**src/sv/bfpc_pkg.sv**
```systemverilog
// ----------------------------------------------------------------------------
// Post class checker package
// Shared widths and types for the Post closed class checker.
// ----------------------------------------------------------------------------
`timescale 1ns / 1ps
`default_nettype none

package bfpc_pkg;

  localparam int NUM_VARS_W = 3;
  localparam int TT_W       = 16;

  // Bit 0 is T0, bit 1 is T1, bit 2 is S, bit 3 is M and bit 4 is L.
  typedef struct packed {
    logic l;
    logic m;
    logic s;
    logic t1;
    logic t0;
  } class_flags_t;

  localparam class_flags_t ALL_CLASSES = '{l: 1'b1, m: 1'b1, s: 1'b1, t1: 1'b1, t0: 1'b1};

endpackage : bfpc_pkg

`default_nettype wire

```
**src/sv/bfpc_classify.sv**
```systemverilog
// ----------------------------------------------------------------------------
// Post class classifier
// Combinational test of one truth table against the five Post classes.
// ----------------------------------------------------------------------------
`timescale 1ns / 1ps
`default_nettype none

module bfpc_classify #(
  parameter int MAX_VARS = 4
) (
  input  logic [bfpc_pkg::NUM_VARS_W-1:0] num_vars,
  input  logic [bfpc_pkg::TT_W-1:0]       truth_table,
  output bfpc_pkg::class_flags_t          flags
);
  import bfpc_pkg::*;

  localparam int TW = 1 << MAX_VARS;
  localparam int CW = (TW < TT_W) ? TW : TT_W;

  logic [TW-1:0]         tt_ext;
  logic [NUM_VARS_W-1:0] n_eff;
  class_flags_t          fk [1:MAX_VARS];

  always_comb begin
    tt_ext         = '0;
    tt_ext[CW-1:0] = truth_table[CW-1:0];
  end

  always_comb begin
    if (num_vars == '0) begin
      n_eff = NUM_VARS_W'(1);
    end else if (num_vars > NUM_VARS_W'(MAX_VARS)) begin
      n_eff = NUM_VARS_W'(MAX_VARS);
    end else begin
      n_eff = num_vars;
    end
  end

  for (genvar k = 1; k <= MAX_VARS; k++) begin : g_size
    localparam int SZ = 1 << k;

    logic [SZ-1:0] t;
    logic [SZ-1:0] anf [0:k];
    logic          s_ok;
    logic          m_ok;
    logic          l_ok;

    assign t = tt_ext[SZ-1:0];

    always_comb begin
      s_ok = 1'b1;
      m_ok = 1'b1;
      for (int i = 0; i < SZ; i++) begin
        if (t[i] == t[SZ-1-i]) begin
          s_ok = 1'b0;
        end
        for (int b = 0; b < k; b++) begin
          if (((i >> b) & 1) == 0 && t[i] && !t[i | (1 << b)]) begin
            m_ok = 1'b0;
          end
        end
      end
    end

    // Moebius transform, one stage per variable.
    always_comb begin
      anf[0] = t;
      for (int b = 0; b < k; b++) begin
        for (int i = 0; i < SZ; i++) begin
          if ((i & (1 << b)) != 0) begin
            anf[b+1][i] = anf[b][i] ^ anf[b][i ^ (1 << b)];
          end else begin
            anf[b+1][i] = anf[b][i];
          end
        end
      end
    end

    always_comb begin
      l_ok = 1'b1;
      for (int i = 0; i < SZ; i++) begin
        if ($countones(i) >= 2 && anf[k][i]) begin
          l_ok = 1'b0;
        end
      end
    end

    assign fk[k] = '{l: l_ok, m: m_ok, s: s_ok, t1: t[SZ-1], t0: !t[0]};
  end

  always_comb begin
    flags = fk[1];
    for (int k = 1; k <= MAX_VARS; k++) begin
      if (n_eff == NUM_VARS_W'(k)) begin
        flags = fk[k];
      end
    end
  end

endmodule : bfpc_classify

`default_nettype wire

```
**config.mk**
```make
export PLATFORM = sky130hd
export DESIGN_NAME = bfpc_classify
export DESIGN_NICKNAME = d
export VERILOG_FILES = /design/src/sv/bfpc_pkg.sv /design/src/sv/bfpc_classify.sv
export SDC_FILE = /design/constraint.sdc
export NUM_CORES = 1
export LEC_CHECK = 0
export BUFFER_PORTS_ARGS = -buffer_cell sky130_fd_sc_hd__buf_2
export CORE_MARGIN = 8
export CORE_UTILIZATION = 49
export DETAILED_ROUTE_END_ITERATION = 10
export PLACE_DENSITY = 0.81
export SLEW_MARGIN = 20
export SYNTH_ARGS = -nofsm -noshare
export SYNTH_HDL_FRONTEND = slang
export SYNTH_SLANG_ARGS = --single-unit
```
**constraint.sdc**
```tcl
create_clock -name vclk -period 1.6
set_input_delay 0.16 -clock vclk [all_inputs]
set_output_delay 0.16 -clock vclk [all_outputs]
set_load 0.005 [all_outputs]
```
==> results_dict.tcl, run 1 <==
set metrics [dict create \
    p_total_w 0.000395 \
    path_depth 9 \
    placed_cells 161 \
    yosysWarnings 0 \
    synthSimpleGateAreaFrac_pct 24.0 \
    fin_cells 163 \
    start_kind "primary input" \
    clkbuf_count 0 \
    io_pins 24 \
    ys_seq_area_share_pct 0 \
    die_h_um 54.5 \
    nets 182 \
    die_w_um 54.5 \
    synth.area.mux_share_pct 2.76 \
    vias 1043 \
    synth_top_family_by_area "adder cells" \
    syn-instance-count 99 \
    path_class "in -> out" \
    globalRouteOverflowTotal 0 \
    crit_slowest_cell "o32ai_1" \
    final_core_util_pct 89.1 \
    relSlewSlack_pct 78.8 \
    crit_buf_inv 4 \
    final_common_cell "buf_4" \
    antenna_found_initial 0 \
    syn_avg_cell_area_um2 7.32 \
    grt_pass1_vias 1020 \
    fin_ws_ns -0.153 \
    synth.distinct_cells 34 \
    syn_to_final_growth_pct 76.7 \
    tns_ns -0.230 \
    max_freq_ghz 0.570 \
    crit_required_ns 1.44 \
    slew_violations 0 \
    hold_viol 0 \
    fillers 63 \
    cp_data_arrival_time_ns 1.59 \
    crit_start "truth_table[4]" \
    hp-class "in -> out" \
    drc 0 \
    synth.cell_area_um2 724 \
    start_util_pct 50.4 \
    grt_pass1_wl_mm 4.32 \
    cp_common_cell "buf_4" \
    synthAdderAreaFrac_pct 24.2 \
    ant_nets 0 \
    drv_cap 0 \
    vias_per_cell 6.40 \
    status "complete, but fails checks" \
    path_delay_family "compound AO/OA/AOI/OAI gates" \
    drive_gt1_share_pct 51.0 \
    critPathMaxStageDelay_ns 0.31 \
    violations "setup timing" \
    grt_usage_pct 19.1 \
    hpwl_mm 2.26 \
    wl_mm 3.25 \
    cellPowerDensity_nw_per_um2 308 \
    grt_max_degree 9 \
    endpoint_kind "output port" \
    critPathMaxFanout 3 \
    path_cells "buf_4 > buf_4 > inv_1 > ha_1 > nor4_4 > o21ai_1 > o32ai_1 > o21a_1 > buf_2" \
    fin_crit_sh_pct 110 \
    area.sequential_um2 0 \
    n_sequential_cell 0 \
    rsz0062_at_grt "yes" \
    min_path_cells 4 \
    antenna_cells 0 \
    leakagePower_nw 0.578 \
    rows 14 \
    fp.dieArea_um2 2960 \
    drt-initial-drc-count 44 \
    cts_hold_buffers 0 \
    setup_viol 2 \
    layout_common_cells "buf_4, buf_2, xnor2_1" \
    drt_first_pass_iters 4 \
    port_buffers 24 \
    core-area_um2 1440 \
    post-route-min-period_ns 1.75 \
    ir_drop_mv 0.187 \
    crit_end "flags[3]" \
    detail_route.wl_per_cell_um 19.9 \
    synth_nets 132 \
    dpl_worst_slack_ns -0.181 \
    yosys.area_share.xor_xnor_pct 20.6 \
    tightest_slew_ns 0.316 \
    synth_compound_area_share_pct 18.8 \
    place_congestion 1.02 \
]
==> how the worst min path moves through the flow <==
| stage | start | endpoint | slack [ns] |
|---|---|---|---|
| after floorplan | truth_table[0] | flags[0] | 0.35 |
| after global placement | num_vars[2] | flags[4] | 0.68 |
| after detailed placement | num_vars[2] | flags[4] | 0.69 |
| after CTS | num_vars[2] | flags[4] | 0.72 |
| after global routing | truth_table[0] | flags[0] | 0.73 |
| final | truth_table[0] | flags[0] | 0.71 |
==> final cells by class <==
class	instances	area, um^2	area share [%]
inverter	16	70.1	5.47
multi-input combinational	81	800	62.5
tap	16	20.0	1.56
timing repair buffer	50	390	30.5
==> worst min-delay path, stage by stage <==
cell and delay (ns):
buf_12 0.09, buf_4 0.14, inv_1 0.04, buf_2 0.12
==> metrics by stage <==
step | hold slack [ns] | cell area, um^2
floorplan | 0.347 | 757
global placement | 0.682 | 1060
detailed placement | 0.693 | 1060
CTS | 0.717 | 1170
global route | 0.727 | 1280
finish | 0.712 | 1280
==> cell usage after synthesis, drive strengths merged <==
| master | n | share of area, % |
|---|---|---|
| inv | 16 | 8.3 |
| ha | 14 | 24 |
| xnor2 | 12 | 15 |
| nor2 | 5 | 2.6 |
| xor2 | 5 | 6.0 |
| nand2b | 4 | 3.5 |
| nor3 | 4 | 2.8 |
| nor4 | 4 | 3.5 |
| o21ai | 4 | 2.8 |
| nand4 | 3 | 2.6 |
| a21o | 2 | 2.2 |
| a21oi | 2 | 1.9 |
| a31oi | 2 | 1.7 |
| buf | 2 | 1.4 |
| mux2i | 2 | 2.8 |
| nand3 | 2 | 1.4 |
| o221ai | 2 | 2.4 |
| or4 | 2 | 2.6 |
| a211oi | 1 | 1.0 |
| a221oi | 1 | 1.2 |
| a311oi | 1 | 1.2 |
| and2 | 1 | 0.86 |
| nand2 | 1 | 0.52 |
| nor2b | 1 | 0.86 |
| nor4b | 1 | 2.1 |
| o2111ai | 1 | 1.2 |
| o21a | 1 | 1.0 |
| o22ai | 1 | 0.86 |
| o32ai | 1 | 1.2 |
| or3 | 1 | 0.86 |
==> cell families (layout without fill, tap and decap cells) <==
logic type / after synthesis / count (layout)
simple gates: 29 / 29
compound gates: 19 / 19
buf+inv: 18 / 66
xor+xnor: 17 / 17
fa+ha+maj: 14 / 14
mux: 2 / 2
==> layer usage <==
| metal | global-route usage [%] | vias up | wire length (um) | part of all wire (%) |
|---|---|---|---|---|
| met5 | 0 | - | 0 | 0 |
| met4 | 9.43 | 0 | 225 | 6.9 |
| met3 | 3.53 | 30 | 294 | 9.1 |
| met2 | 36.1 | 89 | 1600 | 49 |
| met1 | 19.4 | 469 | 1120 | 35 |
| li1 | - | 455 | - | - |
==> power breakdown <==
part           switching, W  internal, W  total [W]
Sequential                0            0          0
Combinational      0.000189     0.000206   0.000395
Clock                     0            0          0
==> timing repair <==
item | 4_1_cts | 5_1_grt
pin swaps | 13 | 9
buffers inserted | 2 | 0
endpoints found under the hold margin | 0 | 0
cloned | 0 | 0
setup endpoints to repair | 2 | 2
resized for setup | 20 | 23
Note: power is estimated with default switching activity, not from simulation.
==> inputs of run 2 (changes only) <==
--- a/config.mk
+++ b/config.mk
@@ -7,9 +7,9 @@
 export LEC_CHECK = 0
 export BUFFER_PORTS_ARGS = -buffer_cell sky130_fd_sc_hd__buf_2
 export CORE_MARGIN = 8
-export CORE_UTILIZATION = 49
+export CORE_UTILIZATION = 54
 export DETAILED_ROUTE_END_ITERATION = 10
-export PLACE_DENSITY = 0.81
+export PLACE_DENSITY = 0.85
 export SLEW_MARGIN = 20
 export SYNTH_ARGS = -nofsm -noshare
 export SYNTH_HDL_FRONTEND = slang
==> constraint.sdc (replaced) <==
create_clock -name vclk -period 1.7
set_input_delay 0.17 -clock vclk [all_inputs]
set_output_delay 0.17 -clock vclk [all_outputs]
set_load 0.005 [all_outputs]
==> results_dict.tcl, run 2 <==
set metrics [dict create \
    synth_top_cells_by_count "inv_1, ha_1, xnor2_1" \
    syn_avg_cell_area_um2 7.32 \
    cts_hold_buffers 0 \
    synth_nets 132 \
    port_buffers 24 \
    placed_area_um2 1050 \
    endpoint_type "primary output" \
    synth_top_area_share_pct 24.2 \
    die_h_um 52.6 \
    synth.distinct_cells 34 \
    worst_endpoint "flags[4]" \
    die_w_um 52.6 \
    synth.area.mux_share_pct 2.76 \
    error_line "[ERROR DPL-0038] Utilization greater than 100%, impossible to legalize" \
    synthAdderAreaFrac_pct 24.2 \
    stop_stage "5_1_grt" \
    synth_top_family_by_area "adder cells" \
    grt_max_degree 9 \
    rows 13 \
    io_pins 24 \
    syn-instance-count 99 \
    start_util_pct 56.4 \
    synth.most_common_cell "inv_1" \
    synth_compound_area_share_pct 18.8 \
    yosysWarnings 0 \
    synthSimpleGateAreaFrac_pct 24.0 \
    yosys.area_share.xor_xnor_pct 20.6 \
    place_congestion 0.890 \
    placed_cells 160 \
    synth.largest_area_cell "ha_1" \
    synth_area_leaders "ha_1, xnor2_1, inv_1" \
    synth.cell_area_um2 724 \
    ys_seq_area_share_pct 0 \
    hpwl_mm 2.13 \
    status "aborted with a tool error" \
]
## run 2: cell counts after synthesis
No cell type changed its count.
## run 2: timing repair
| action | 4_1_cts |
|---|---|
| resized for setup | 12 |
| gates cloned | 0 |
| pin swaps | 9 |
| hold endpoints to repair | 0 |
| setup endpoints to repair | 2 |
| setup buffers | 2 |
## run 2: cells by family after synthesis
group                      count (synthesis)
adders and majority gates                 14
xor gates and xnor gates                  17
muxes                                      2
AOI/OAI and AO/OA                         19
and+or+nand+nor                           29
buffers and inverters                     18
## run 2: per-stage QoR
step | util [%] | setup slack [ns] | hold WS, ns
CTS | 86.6 | 0.00529 | 0.710
detailed placement | 81.4 | -0.123 | 0.715
global placement | 81.4 | -0.108 | 0.715
floorplan | - | 0.0159 | 0.367
==> inputs of run 3 (changes only) <==
--- a/config.mk
+++ b/config.mk
@@ -6,10 +6,10 @@
 export NUM_CORES = 1
 export LEC_CHECK = 0
 export BUFFER_PORTS_ARGS = -buffer_cell sky130_fd_sc_hd__buf_2
-export CORE_MARGIN = 8
-export CORE_UTILIZATION = 54
+export CORE_AREA = 8 8 69 71
 export DETAILED_ROUTE_END_ITERATION = 10
-export PLACE_DENSITY = 0.85
+export DIE_AREA = 0 0 77 79
+export PLACE_DENSITY_LB_ADDON = 0.15
 export SLEW_MARGIN = 20
 export SYNTH_ARGS = -nofsm -noshare
 export SYNTH_HDL_FRONTEND = slang
==> results_dict.tcl, run 3 (synthesis gave the netlist of run 1 again) <==
set metrics [dict create \
    status "finished, final reports clean" \
    n_sequential_cell 0 \
    area.sequential_um2 0 \
    place_congestion 0.860 \
    tns_ns 0 \
    whs_ns 0.725 \
    crit_required_ns 1.53 \
    nets 188 \
    die_h_um 79 \
    power.switching_w 0.000172 \
    grt_pass1_vias 976 \
    port_buffers 24 \
    crit_start "truth_table[14]" \
    fin_crit_sh_pct 99.2 \
    fillers 398 \
    die_w_um 77 \
    endpoint_kind "output port" \
    max_freq_ghz 0.593 \
    critPathMaxFanout 3 \
    worstHoldStart "truth_table[0]" \
    layout_common_cells "buf_4, xnor2_1, ha_4, buf_2, buf_6" \
    combPwrFrac_pct 100.0 \
    clkbuf_count 0 \
    detail_route.wl_per_cell_um 15.2 \
    hold_viol 0 \
    cts_hold_buffers 0 \
    drv_cap 0 \
    rsz0062_at_grt "yes" \
    grt_usage_pct 9.94 \
    fp.dieArea_um2 6080 \
    drt_first_pass_iters 4 \
    grt_max_degree 8 \
    grt_pass1_wl_mm 5.03 \
    drc 0 \
    rows 23 \
    hpwl_mm 2.56 \
    multi_input_area_um2 846 \
    drive_gt1_share_pct 55.6 \
    syn_to_final_growth_pct 97.9 \
    sequentialPowerShare_pct 0 \
    globalRouteOverflowTotal 0 \
    setup_viol 0 \
    slew_violations 0 \
    ant_nets 0 \
    hp-class "in -> out" \
    ir_drop_mv 0.0443 \
    antenna_cells 0 \
    start_util_pct 19.1 \
    p_sw_share_pct 44.4 \
    cellPowerDensity_nw_per_um2 270 \
    pwr-share-clk_pct 0 \
    wl_mm 3.10 \
    vias_per_cell 4.66 \
    relSlewSlack_pct 82.5 \
    final_common_cell "buf_4" \
    antenna_found_initial 0 \
    io_pins 24 \
    post-route-min-period_ns 1.69 \
    core-area_um2 3800 \
    vias 945 \
    cp_data_arrival_time_ns 1.52 \
    leakagePower_nw 0.617 \
    tightest_slew_ns 0.261 \
    start_kind "primary input" \
    drt-initial-drc-count 45 \
    path_class "in -> out" \
    p_int_w 0.000215 \
]
[run 3: worst paths after layout]
kind,to,slack [ns],cells past startpoint
max,flags[3],0.01,9
min,flags[0],0.73,4
[run 3: per-stage QoR]
step / cells / area, um^2 / power [W] / worst slack [ns] / utilization (%)
2_1_floorplan: 99 / 739 / 0.000148 / 0.0159 / -
3_3_place_gp: 201 / 1130 / 0.000302 / -0.141 / 29.9
3_5_place_dp: 201 / 1130 / 0.000300 / -0.139 / 29.9
4_1_cts: 203 / 1310 / 0.000349 / -0.0121 / 34.5
5_1_grt: 203 / 1430 / 0.000426 / -0.0678 / 37.7
6_report: 203 / 1430 / 0.000387 / 0.0141 / 37.7
[run 3: layout make-up]
type	count	share of cell area, %
well taps	50	4.36
inverters	16	5.06
repair buffers	56	31.6
multi-input cells	81	59.0
[run 3: repair_timing]
action,4_1_cts,5_1_grt
gates cloned,0,0
pin swaps,11,12
resized for setup,36,27
setup buffers,2,0
endpoints found under the setup margin,2,2
endpoints found under the hold margin,0,0
[run 3: power groups by stage]
stage / clock, W / combinational, W / sequential, W
floorplan: 0 / 0.000148 / 0
global placement: 0 / 0.000302 / 0
detailed placement: 0 / 0.000300 / 0
CTS: 0 / 0.000349 / 0
global route: 0 / 0.000426 / 0
finish: 0 / 0.000387 / 0
[run 3: critical path, stage by stage]
cell,delay (ns)
buf_8,0.09
inv_4,0.03
ha_4,0.15
nor4_4,0.29
o221ai_2,0.14
nor4_2,0.27
buf_4,0.16
o21a_1,0.10
buf_2,0.11
[run 3: metal layers]
metal	wire, um	global-route usage (%)	up-vias
li1	-	-	468
met1	1300	11.5	449
met2	1650	19.5	24
met3	111	1.13	4
met4	35	1.13	0
met5	0	0	-
==> inputs of run 4 (changes only) <==
--- a/config.mk
+++ b/config.mk
@@ -10,6 +10,7 @@
 export DETAILED_ROUTE_END_ITERATION = 10
 export DIE_AREA = 0 0 77 79
 export PLACE_DENSITY_LB_ADDON = 0.15
+export REMOVE_ABC_BUFFERS = 1
 export SLEW_MARGIN = 20
 export SYNTH_ARGS = -nofsm -noshare
 export SYNTH_HDL_FRONTEND = slang
==> results_dict.tcl, run 4 (synthesis gave the netlist of run 1 again) <==
set metrics [dict create \
    status "finished, final reports clean" \
    cellPowerDensity_nw_per_um2 268 \
    wl_mm 2.90 \
    max_freq_ghz 0.599 \
    slew_violations 0 \
    path_class "in -> out" \
    ant_nets 0 \
    critPathMaxFanout 2 \
    setup_viol 0 \
    crit_required_ns 1.53 \
    rows 23 \
    fin_ws_ns 0.0295 \
    drt_first_pass_iters 4 \
    design_area_um2 1340 \
    die_h_um 79 \
    vias 911 \
    final_common_cell "buf_4" \
    antenna_found_initial 0 \
    drv_cap 0 \
    fp.dieArea_um2 6080 \
    syn_to_final_growth_pct 85.5 \
    rsz0062_at_grt "yes" \
    grt_usage_pct 9.14 \
    endpoint_kind "output port" \
    port_buffers 24 \
    drc 0 \
    leakagePower_nw 0.603 \
    ir_drop_mv 0.0527 \
    grt_max_degree 8 \
    clkbuf_count 0 \
    relSlewSlack_pct 81.0 \
    vias_per_cell 4.44 \
    antenna_cells 0 \
    place_congestion 0.850 \
    area.sequential_um2 0 \
    cp_data_arrival_time_ns 1.50 \
    grt_pass1_wl_mm 4.63 \
    post-route-min-period_ns 1.67 \
    start_kind "primary input" \
    globalRouteOverflowTotal 0 \
    core-area_um2 3800 \
    start_util_pct 19.1 \
    tns_ns 0 \
    io_pins 24 \
    dpl_worst_slack_ns -0.196 \
    layout_common_cells "buf_4, buf_2, xnor2_1" \
    n_sequential_cell 0 \
    tightest_slew_ns 0.283 \
    nets 190 \
    hold_viol 0 \
    fin_cells 205 \
    placed_area_um2 1110 \
    placed_cells 200 \
    detail_route.wl_per_cell_um 14.1 \
    drt-initial-drc-count 54 \
    min_path_cells 4 \
    fin_crit_sh_pct 98.3 \
    grt_pass1_vias 943 \
    hp-class "in -> out" \
    hpwl_mm 2.48 \
    die_w_um 77 \
    drive_gt1_share_pct 53.5 \
]
-- run 4: changes by cell type in the layout (fill, tap and decap cells not counted), moves of 2 or more --
cell   before  now
inv_1       7   11
buf_8       3    1
buf_6      10    5
buf_4      32   34
ha_2        1    4
inv_4       5    1
buf_2      11   18
ha_4       11    7
-- run 4: routing by layer --
layer / track usage [%] / vias up / routed length (um)
met5: 0 / - / 0
met4: 0.755 / 0 / 0
met3: 0.790 / 0 / 114
met2: 18.6 / 20 / 1590
met1: 10.3 / 421 / 1190
li1: - / 470 / -
-- run 4: worst max-delay path: stages --
cell and delay, ns:
buf_6 0.09, inv_2 0.06, ha_4 0.21, or4_4 0.51, a21oi_2 0.17, nor2_1 0.06
o21ai_1 0.11, buf_2 0.12
-- run 4: power breakdown --
part,internal [W],switching (W)
sequential,0,0
clock,0,0
combinational,0.000199,0.000162
-- run 4: final timing paths --
check            start  endpoint  slack (ns)
max     truth_table[3]  flags[4]        0.03
min    truth_table[15]  flags[1]        0.75
-- run 4: repair_timing --
item | 4_1_cts | 5_1_grt
gates resized for setup | 15 | 26
pin swaps | 10 | 12
buffers inserted | 5 | 1
gates cloned | 0 | 0
endpoints found under the setup margin | 2 | 2
hold buffers | 0 | 0
-- run 4: area by class of cell --
class                           instances  area [um^2]
Inverter                               16         67.6
Fill cell                             421         2450
Tap cell                               50         62.6
Multi-Input combinational cell         81          797
Timing Repair Buffer                   58          417
-- run 4: through the flow --
stage / hold slack (ns) / total power [W] / utilization (%)
after CTS: 0.762 / 0.000329 / 32.2
final: 0.754 / 0.000360 / 35.4
after global placement: 0.758 / 0.000294 / 29.3
after global routing: 0.777 / 0.000398 / 35.4
after floorplan: 0.367 / 0.000138 / -
after detailed placement: 0.761 / 0.000295 / 29.3
